<file path="src/smrm_pkg.sv">
`default_nettype none

package smrm_pkg;

    // Default ring depth
    localparam int DEPTH_DEFAULT = 64;

    // Field widths
    localparam int MSG_W  = 32;
    localparam int ACT_W  = 2;
    localparam int STAT_W = 3;
    localparam int QLEN_W = 7;

    // Request actions
    localparam logic [ACT_W-1:0] ACT_PUSH  = 2'd0;
    localparam logic [ACT_W-1:0] ACT_RESET = 2'd1;
    localparam logic [ACT_W-1:0] ACT_NEXT  = 2'd2;
    localparam logic [ACT_W-1:0] ACT_DROP  = 2'd3;

    // Result status codes
    localparam logic [STAT_W-1:0] ST_DONE  = 3'd0;
    localparam logic [STAT_W-1:0] ST_MSG   = 3'd1;
    localparam logic [STAT_W-1:0] ST_NONE  = 3'd2;
    localparam logic [STAT_W-1:0] ST_FULL  = 3'd3;
    localparam logic [STAT_W-1:0] ST_EMPTY = 3'd4;

    // Position unit operations
    localparam int POS_OP_W = 2;
    localparam logic [POS_OP_W-1:0] POS_INC = 2'd0;
    localparam logic [POS_OP_W-1:0] POS_DEC = 2'd1;
    localparam logic [POS_OP_W-1:0] POS_SUB = 2'd2;

    typedef struct packed {
        logic [ACT_W-1:0] action;
        logic [MSG_W-1:0] message;
    } req_t;

    typedef struct packed {
        logic [MSG_W-1:0]  message_out;
        logic [STAT_W-1:0] status;
        logic [QLEN_W-1:0] queue_length;
    } res_t;

endpackage

`default_nettype wire

</file>
<file path="src/smrm_ram.sv">
`default_nettype none

module smrm_ram #(
    parameter int WIDTH = 32,
    parameter int DEPTH = 64
) (
    input  wire logic                     clk,
    input  wire logic                     we,
    input  wire logic [$clog2(DEPTH)-1:0] waddr,
    input  wire logic [WIDTH-1:0]         wdata,
    input  wire logic [$clog2(DEPTH)-1:0] raddr,
    output logic      [WIDTH-1:0]         rdata
);

    logic [WIDTH-1:0] mem [DEPTH];

    // One write port, one registered read port
    always_ff @(posedge clk)
    begin
        if (we)
        begin
            mem[waddr] <= wdata;
        end
        rdata <= mem[raddr];
    end

endmodule

`default_nettype wire

</file>
<file path="src/smrm_pos_unit.sv">
`default_nettype none

module smrm_pos_unit
    import smrm_pkg::*;
#(
    parameter int DEPTH = DEPTH_DEFAULT
) (
    input  wire logic [POS_OP_W-1:0]          op,
    input  wire logic [$clog2(2*DEPTH)-1:0]   a,
    input  wire logic [$clog2(2*DEPTH)-1:0]   b,
    output logic      [$clog2(2*DEPTH)-1:0]   y
);

    localparam int PW = $clog2(2*DEPTH);
    localparam logic [PW-1:0] POS_LAST = PW'(2*DEPTH-1);
    localparam logic [PW:0]   POS_MOD  = (PW+1)'(2*DEPTH);

    logic [PW:0] diff;

    // Modular difference a - b; adding the modulus fixes a borrow
    assign diff = (a >= b) ? ({1'b0, a} - {1'b0, b})
                           : ({1'b0, a} - {1'b0, b} + POS_MOD);

    // Positions wrap modulo twice the depth
    always_comb
    begin
        case (op)
            POS_INC: y = (a == POS_LAST) ? '0 : a + PW'(1);
            POS_DEC: y = (a == '0) ? POS_LAST : a - PW'(1);
            POS_SUB: y = diff[PW-1:0];
            default: y = a;
        endcase
    end

endmodule

`default_nettype wire

</file>
<file path="src/selective_receive_mailbox.sv">
// Selective-receive mailbox.
// Request channel (req_valid/req_ready/req_data): action 0 pushes a word,
// 1 restarts the scan just before the head, 2 returns the next word of the
// scan window, 3 drops the cursor's word, or the head word outside the window.
// Result channel (res_valid/res_ready/res_data): exactly one result per
// request, carrying the word (next only), a status and the queue length.
// One request is worked at a time; req_ready is high only while idle.
// From accept to result: push, reset scan and empty drop go straight to
// the finish state; next passes a check state, then a capture state when a
// word is read from the ring; a drop checks the cursor and, when it lies
// inside the window, moves each older word one slot by a read and a write
// through the single ring RAM port pair before it advances the head.
// The next request can be accepted the cycle after its result is loaded.
// A stalled result holds in the output register; a finished request waits
// in the finish state until the register frees, so nothing is lost.
// Reset zeroes head, tail, cursor and end: the ring is empty, needs no clear.
`default_nettype none

module selective_receive_mailbox
    import smrm_pkg::*;
#(
    parameter int DEPTH = DEPTH_DEFAULT
) (
    input  wire logic clk,
    input  wire logic rst_n,
    input  wire logic req_valid,
    output logic      req_ready,
    input  wire req_t req_data,
    output logic      res_valid,
    input  wire logic res_ready,
    output res_t      res_data
);

    localparam int PW = $clog2(2*DEPTH);
    localparam int AW = $clog2(DEPTH);
    localparam int LW = (PW > QLEN_W) ? PW : QLEN_W;
    localparam logic [PW-1:0] DEPTH_POS = PW'(DEPTH);

    // Sequencer states
    localparam logic [2:0] S_IDLE      = 3'd0;
    localparam logic [2:0] S_NEXT_CHK  = 3'd1;
    localparam logic [2:0] S_NEXT_CAP  = 3'd2;
    localparam logic [2:0] S_DROP_CHK  = 3'd3;
    localparam logic [2:0] S_DROP_RD   = 3'd4;
    localparam logic [2:0] S_DROP_WR   = 3'd5;
    localparam logic [2:0] S_DROP_HEAD = 3'd6;
    localparam logic [2:0] S_FINISH    = 3'd7;

    logic [2:0]       state_reg, state_next;
    logic [PW-1:0]    head_reg, head_next;
    logic [PW-1:0]    tail_reg, tail_next;
    logic [PW-1:0]    cursor_reg, cursor_next;
    logic [PW-1:0]    end_reg, end_next;
    logic [PW-1:0]    dist_reg, dist_next;
    logic [PW-1:0]    p_reg, p_next;
    logic [PW-1:0]    q_reg, q_next;
    logic [MSG_W-1:0] msg_reg, msg_next;
    logic [STAT_W-1:0] stat_reg, stat_next;
    logic             res_valid_reg, res_valid_next;
    res_t             res_data_reg, res_data_next;

    logic [POS_OP_W-1:0] alu_op;
    logic [PW-1:0]       alu_a, alu_b, alu_y;
    logic [PW-1:0]       len;
    logic [LW-1:0]       len_ext;

    logic             ram_we;
    logic [AW-1:0]    ram_waddr, ram_raddr;
    logic [MSG_W-1:0] ram_wdata, ram_rdata;

    logic req_fire, res_free, in_window;

    function automatic logic [AW-1:0] slot_of(input logic [PW-1:0] p);
        logic [PW-1:0] t;
        t = (p >= DEPTH_POS) ? p - DEPTH_POS : p;
        return t[AW-1:0];
    endfunction

    // Shared position unit, driven by the sequencer
    smrm_pos_unit #(.DEPTH(DEPTH)) u_alu (
        .op (alu_op),
        .a  (alu_a),
        .b  (alu_b),
        .y  (alu_y)
    );

    // Queue length, tail minus head
    smrm_pos_unit #(.DEPTH(DEPTH)) u_len (
        .op (POS_SUB),
        .a  (tail_reg),
        .b  (head_reg),
        .y  (len)
    );

    // Message ring
    smrm_ram #(.WIDTH(MSG_W), .DEPTH(DEPTH)) u_ram (
        .clk   (clk),
        .we    (ram_we),
        .waddr (ram_waddr),
        .wdata (ram_wdata),
        .raddr (ram_raddr),
        .rdata (ram_rdata)
    );

    assign req_ready = (state_reg == S_IDLE);
    assign req_fire  = req_valid && req_ready;
    assign res_free  = !res_valid_reg || res_ready;
    assign in_window = (dist_reg != '0) && (dist_reg < len);
    assign len_ext   = LW'(len);
    assign res_valid = res_valid_reg;
    assign res_data  = res_data_reg;

    // Sequencer
    always_comb
    begin
        state_next     = state_reg;
        head_next      = head_reg;
        tail_next      = tail_reg;
        cursor_next    = cursor_reg;
        end_next       = end_reg;
        dist_next      = dist_reg;
        p_next         = p_reg;
        q_next         = q_reg;
        msg_next       = msg_reg;
        stat_next      = stat_reg;
        res_valid_next = res_valid_reg;
        res_data_next  = res_data_reg;
        alu_op         = POS_INC;
        alu_a          = cursor_reg;
        alu_b          = head_reg;
        ram_we         = 1'b0;
        ram_waddr      = slot_of(tail_reg);
        ram_wdata      = req_data.message;
        ram_raddr      = slot_of(q_reg);

        if (res_valid_reg && res_ready)
        begin
            res_valid_next = 1'b0;
        end

        case (state_reg)
            S_IDLE:
            begin
                if (req_fire)
                begin
                    msg_next   = '0;
                    stat_next  = ST_DONE;
                    state_next = S_FINISH;
                    case (req_data.action)
                        ACT_PUSH:
                        begin
                            alu_op = POS_INC;
                            alu_a  = tail_reg;
                            if (len >= DEPTH_POS)
                            begin
                                stat_next = ST_FULL;
                            end
                            else
                            begin
                                ram_we    = 1'b1;
                                tail_next = alu_y;
                            end
                        end
                        ACT_RESET:
                        begin
                            alu_op      = POS_DEC;
                            alu_a       = head_reg;
                            cursor_next = alu_y;
                            end_next    = tail_reg;
                        end
                        ACT_NEXT:
                        begin
                            alu_op = POS_INC;
                            alu_a  = cursor_reg;
                            if (cursor_reg == end_reg)
                            begin
                                end_next = tail_reg;
                            end
                            else
                            begin
                                cursor_next = alu_y;
                            end
                            state_next = S_NEXT_CHK;
                        end
                        default:
                        begin
                            // drop: distance of the cursor from the head
                            alu_op    = POS_SUB;
                            alu_a     = cursor_reg;
                            alu_b     = head_reg;
                            dist_next = alu_y;
                            if (len == '0)
                            begin
                                stat_next = ST_EMPTY;
                            end
                            else
                            begin
                                state_next = S_DROP_CHK;
                            end
                        end
                    endcase
                end
            end
            S_NEXT_CHK:
            begin
                // read issued here lands in the next cycle
                ram_raddr = slot_of(cursor_reg);
                if (cursor_reg == end_reg)
                begin
                    stat_next  = ST_NONE;
                    state_next = S_FINISH;
                end
                else
                begin
                    state_next = S_NEXT_CAP;
                end
            end
            S_NEXT_CAP:
            begin
                msg_next   = ram_rdata;
                stat_next  = ST_MSG;
                state_next = S_FINISH;
            end
            S_DROP_CHK:
            begin
                if (in_window)
                begin
                    alu_op     = POS_DEC;
                    alu_a      = cursor_reg;
                    p_next     = cursor_reg;
                    q_next     = alu_y;
                    state_next = S_DROP_RD;
                end
                else
                begin
                    state_next = S_DROP_HEAD;
                end
            end
            S_DROP_RD:
            begin
                ram_raddr  = slot_of(q_reg);
                state_next = S_DROP_WR;
            end
            S_DROP_WR:
            begin
                // move the older word up one slot, then step down
                ram_we    = 1'b1;
                ram_waddr = slot_of(p_reg);
                ram_wdata = ram_rdata;
                alu_op    = POS_DEC;
                alu_a     = q_reg;
                p_next    = q_reg;
                q_next    = alu_y;
                if (q_reg == head_reg)
                begin
                    state_next = S_DROP_HEAD;
                end
                else
                begin
                    state_next = S_DROP_RD;
                end
            end
            S_DROP_HEAD:
            begin
                alu_op     = POS_INC;
                alu_a      = head_reg;
                head_next  = alu_y;
                state_next = S_FINISH;
            end
            default:
            begin
                // S_FINISH: load the result once the output register frees
                if (res_free)
                begin
                    res_valid_next             = 1'b1;
                    res_data_next.message_out  = msg_reg;
                    res_data_next.status       = stat_reg;
                    res_data_next.queue_length = len_ext[QLEN_W-1:0];
                    state_next                 = S_IDLE;
                end
            end
        endcase
    end

    // Control state
    always_ff @(posedge clk or negedge rst_n)
    begin
        if (!rst_n)
        begin
            state_reg     <= S_IDLE;
            head_reg      <= '0;
            tail_reg      <= '0;
            cursor_reg    <= '0;
            end_reg       <= '0;
            res_valid_reg <= 1'b0;
        end
        else
        begin
            state_reg     <= state_next;
            head_reg      <= head_next;
            tail_reg      <= tail_next;
            cursor_reg    <= cursor_next;
            end_reg       <= end_next;
            res_valid_reg <= res_valid_next;
        end
    end

    // Working and result payload
    always_ff @(posedge clk)
    begin
        dist_reg     <= dist_next;
        p_reg        <= p_next;
        q_reg        <= q_next;
        msg_reg      <= msg_next;
        stat_reg     <= stat_next;
        res_data_reg <= res_data_next;
    end

endmodule

`default_nettype wire

</file>
<file path="config.mk">
export PLATFORM = sky130hd
export DESIGN_NAME = selective_receive_mailbox
export DESIGN_NICKNAME = d
export VERILOG_FILES = /design/src/smrm_pkg.sv /design/src/smrm_ram.sv /design/src/smrm_pos_unit.sv /design/src/selective_receive_mailbox.sv
export SDC_FILE = /design/constraint.sdc
export NUM_CORES = 2
export LEC_CHECK = 0
export BUFFER_PORTS_ARGS = -buffer_cell sky130_fd_sc_hd__buf_2
export CAP_MARGIN = 20
export CORE_ASPECT_RATIO = 0.7
export CORE_MARGIN = 2
export CORE_UTILIZATION = 40
export DETAILED_ROUTE_END_ITERATION = 16
export GPL_TIMING_DRIVEN = 0
export PLACE_DENSITY = 0.58
export SETUP_SLACK_MARGIN = 0.3
export SKIP_LAST_GASP = 1
export SLEW_MARGIN = 10
export SYNTH_ARGS = -nofsm -noshare
export SYNTH_HDL_FRONTEND = slang
export SYNTH_SLANG_ARGS = --single-unit
</file>
<file path="constraint.sdc">
create_clock -name clk -period 9.64 [get_ports clk]
set_clock_uncertainty 0.1 [all_clocks]
set_input_delay 2.892 -clock clk [delete_from_list [all_inputs] [get_ports clk]]
set_output_delay 2.892 -clock clk [all_outputs]
set_load 0.005 [all_outputs]
</file>
==> run summary <==
EDFF count, synth: 2145
PostCTS Resize Cnt: 0
VDD IR max: 0.253 mV
outcome: completed
total wire length: 279 mm
Die Y-Extent: 399 um
Syn Nets: 6464
Clk Tree Root Cell: clkbuf_16
Final Slew Violations: 0
Post-synth ARST share: 0.0145
Via density: 5.76
Synth top area share: 0.722
Fill cells: 19500
core area: 222000 um2
count of final setup violators: 0
final-report hold violation count: 0
HPWL Detailed: 198 mm
Num CTS Buffers: 211
hold_sp: msg_reg[19]
design area: 103000 um2
worst-path fanout max: 19
Critical Path RT: 10.08 ns
most common cell after layout, fill and taps aside: edfxtp_1
Reg2Reg Setup Slack: 3.51 ns
# port buffers: 80
Switch Pwr: 16.2 mW
startpoint types: primary input
drt pass-1 iters: 6
RSZ-0062 raised after global routing: no
DP Area: 96100 um2
register area share after synthesis: 0.738
CTS tree: done
Synth Cell Area: 89200 um2
Post-CTS Setup Bufs: 0
Gate power share: 0.447
CTS clock-pin slew for the worst setup and hold paths: 0.07 ns
Cells after Synth: 6404
max-cap violations: 0
post-layout minimum cycle time: 6.58 ns
Synth Area in Compound Gates: 0.0456
I/O pin cnt: 82
Worst Hold Path EP: res_data[29]
Ys Warns: 0
initial antenna violation count: 16
Rel. slew slack: 0.0614
Chip Width: 568 um
cell count of the worst reg-to-reg path: 18
# hold bufs at CTS: 0
critical path arrival: 7.02 ns
post-route insts no fill: 9921
Synth area leaders: edfxtp_1 72%, nand2_1 6.6%, mux2i_1 5.5%
setup_tns: 0 ns
deepest clock path buffer count: 4
Slew @ Worst Pin: 1.39 ns
Initial Util: 0.401
Crit Path Category: primary input to flop
post-synthesis mux area share: 0.0632
vias after detailed routing: 57200
Fmax achieved: 0.152 GHz
Routed Antenna Nets: 0
commonest cells after routing, fill and taps aside: 2145 x edfxtp_1, 1575 x nand2_1, 724 x nand3_1, 487 x mux2i_1, 301 x clkbuf_1
Area Growth Syn to Fin: 15.2%
vias in the first global route: 52200
number of synthesized register bits: 2209
Synth area leader: edfxtp_1
Synth Area in Simple Gates: 0.127
GRT overflow: 0
Post-Synth XOR/XNOR Area: 0.00265
global-route wire length before repair: 390 mm
# rows: 145
dpl cells: 9528
hold path cells: 0
Seq pwr share: 0.334
CTS sink cnt: 2209
H-tree Lvls: 4
switching part of the total: 0.435
largest net degree at the start of global routing: 65
Initial DRC Count: 8919
largest family of logic cells by synthesized area: simple AND/OR/NAND/NOR gates
Die ar.: 227000 um2
Crit Reg-Reg Endpoint: q_reg[4]
layout cells sized above 1: 0.108
Avg WL per Cell: 28.1 um
max FFs per register: 2048
routability cong.: 1.01
internal power: 21.1 mW
Worst-Skew Late Latency: 0.87 ns
crit end category: flop
Adder-Cell Fraction of Synth Area: 0.00325
Critical R2R Launch: tail_reg[0]
clock share of power: 0.219
Hold Crit Class: flop to flop
count of cell types in the netlist: 75
Total GRT Usage: 0.241
power per cell area: 363 nW/um2
WHS: 0.279 ns
final net count: 6870
ys flop type: edfxtp_1
Lkg Pwr: 35.7 nW
Tcrit/Tclk final: 0.683
DRC: 0
Mean Syn Cell Area: 13.9 um2
==> worst max path at each step <==
stage                          from           endpoint  slack, ns  cells past startpoint
after detailed placement  req_valid  u_ram.mem[14][21]       2.29                      8
after global routing      req_valid   u_ram.mem[1][16]       2.96                      8
after floorplan           req_valid   u_ram.mem[33][0]       3.53                      6
after global placement    req_valid   u_ram.mem[3][17]       0.66                      7
final                     req_valid   u_ram.mem[1][15]       3.06                      8
after CTS                 req_valid    u_ram.mem[1][7]       3.19                      8
==> worst max-delay path, cell delays in order <==
cell	delay, ns
buf_2	0.18
nor4b_2	0.28
buf_2	0.29
nand2_1	0.23
o21ai_1	0.86
nand3_1	1.13
nor2_4	0.86
buf_12	0.26
==> final cells by class <==
class                   count  area (um2)  share of cell area
clock buffers             265        5590              0.0543
diodes                      5        12.5            0.000122
repair buffers            193        2660              0.0258
flip-flops and latches   2209       65900               0.640
clock inverters           114        1030              0.0100
multi-input cells        3755       22200               0.216
well taps                2940        3680              0.0358
inverters                  25        93.8            0.000913
plain buffers             415        1750              0.0170
==> power by group through the flow <==
stage,combinational [mW],sequential [mW],clock (mW)
after detailed placement,16.0,12.7,0
final,16.7,12.5,8.18
after floorplan,8.42,12.6,0
after global placement,15.3,12.8,0
after CTS,16.1,12.5,8.25
after global routing,17.4,12.5,8.63
==> logic make-up after synthesis <==
kind of cell	Yosys count
compound gates	542
xor+xnor	27
fa+ha+maj	22
buf+inv	440
flops	2209
mux	552
simple gates	2612
==> synth_stat cells (all sizes together) (3+ instances only) <==
cell type  count
and3          97
and2          38
or3            3
or2            8
nand2b        20
nor3           9
nor2         100
a211oi         4
inv           25
clkbuf       256
a21oi         96
mux2i        489
nand4          5
a311oi       160
nor4           6
a31o           4
edfxtp      2145
nor2b          5
mux2          62
ha            20
o211a          3
xor2          11
nand3b         6
o21ai         66
nand2       1575
nand3        724
buf          159
or4            5
dfrtp         32
a32o          33
a21o           8
and4b          3
o31ai          8
xnor2         16
a311o         32
o21a           4
a31oi         69
a221o         32
dfxtp         32
==> through the flow <==
stage	util	total power, mW	worst slack, ns
floorplan	-	21.0	3.53
global placement	0.419	28.1	0.664
detailed placement	0.432	28.7	2.29
CTS	0.462	36.8	3.19
global route	0.462	38.5	2.96
finish	0.462	37.4	3.06
==> per-layer routing <==
metal,routed length [um],vias up,track usage
met5,169,-,0
met4,7540,4,0.0605
met3,35600,382,0.0777
met2,106000,2986,0.307
met1,129000,29000,0.384
li1,-,24800,-
No activity file was read; power rests on OpenSTA's default activity.
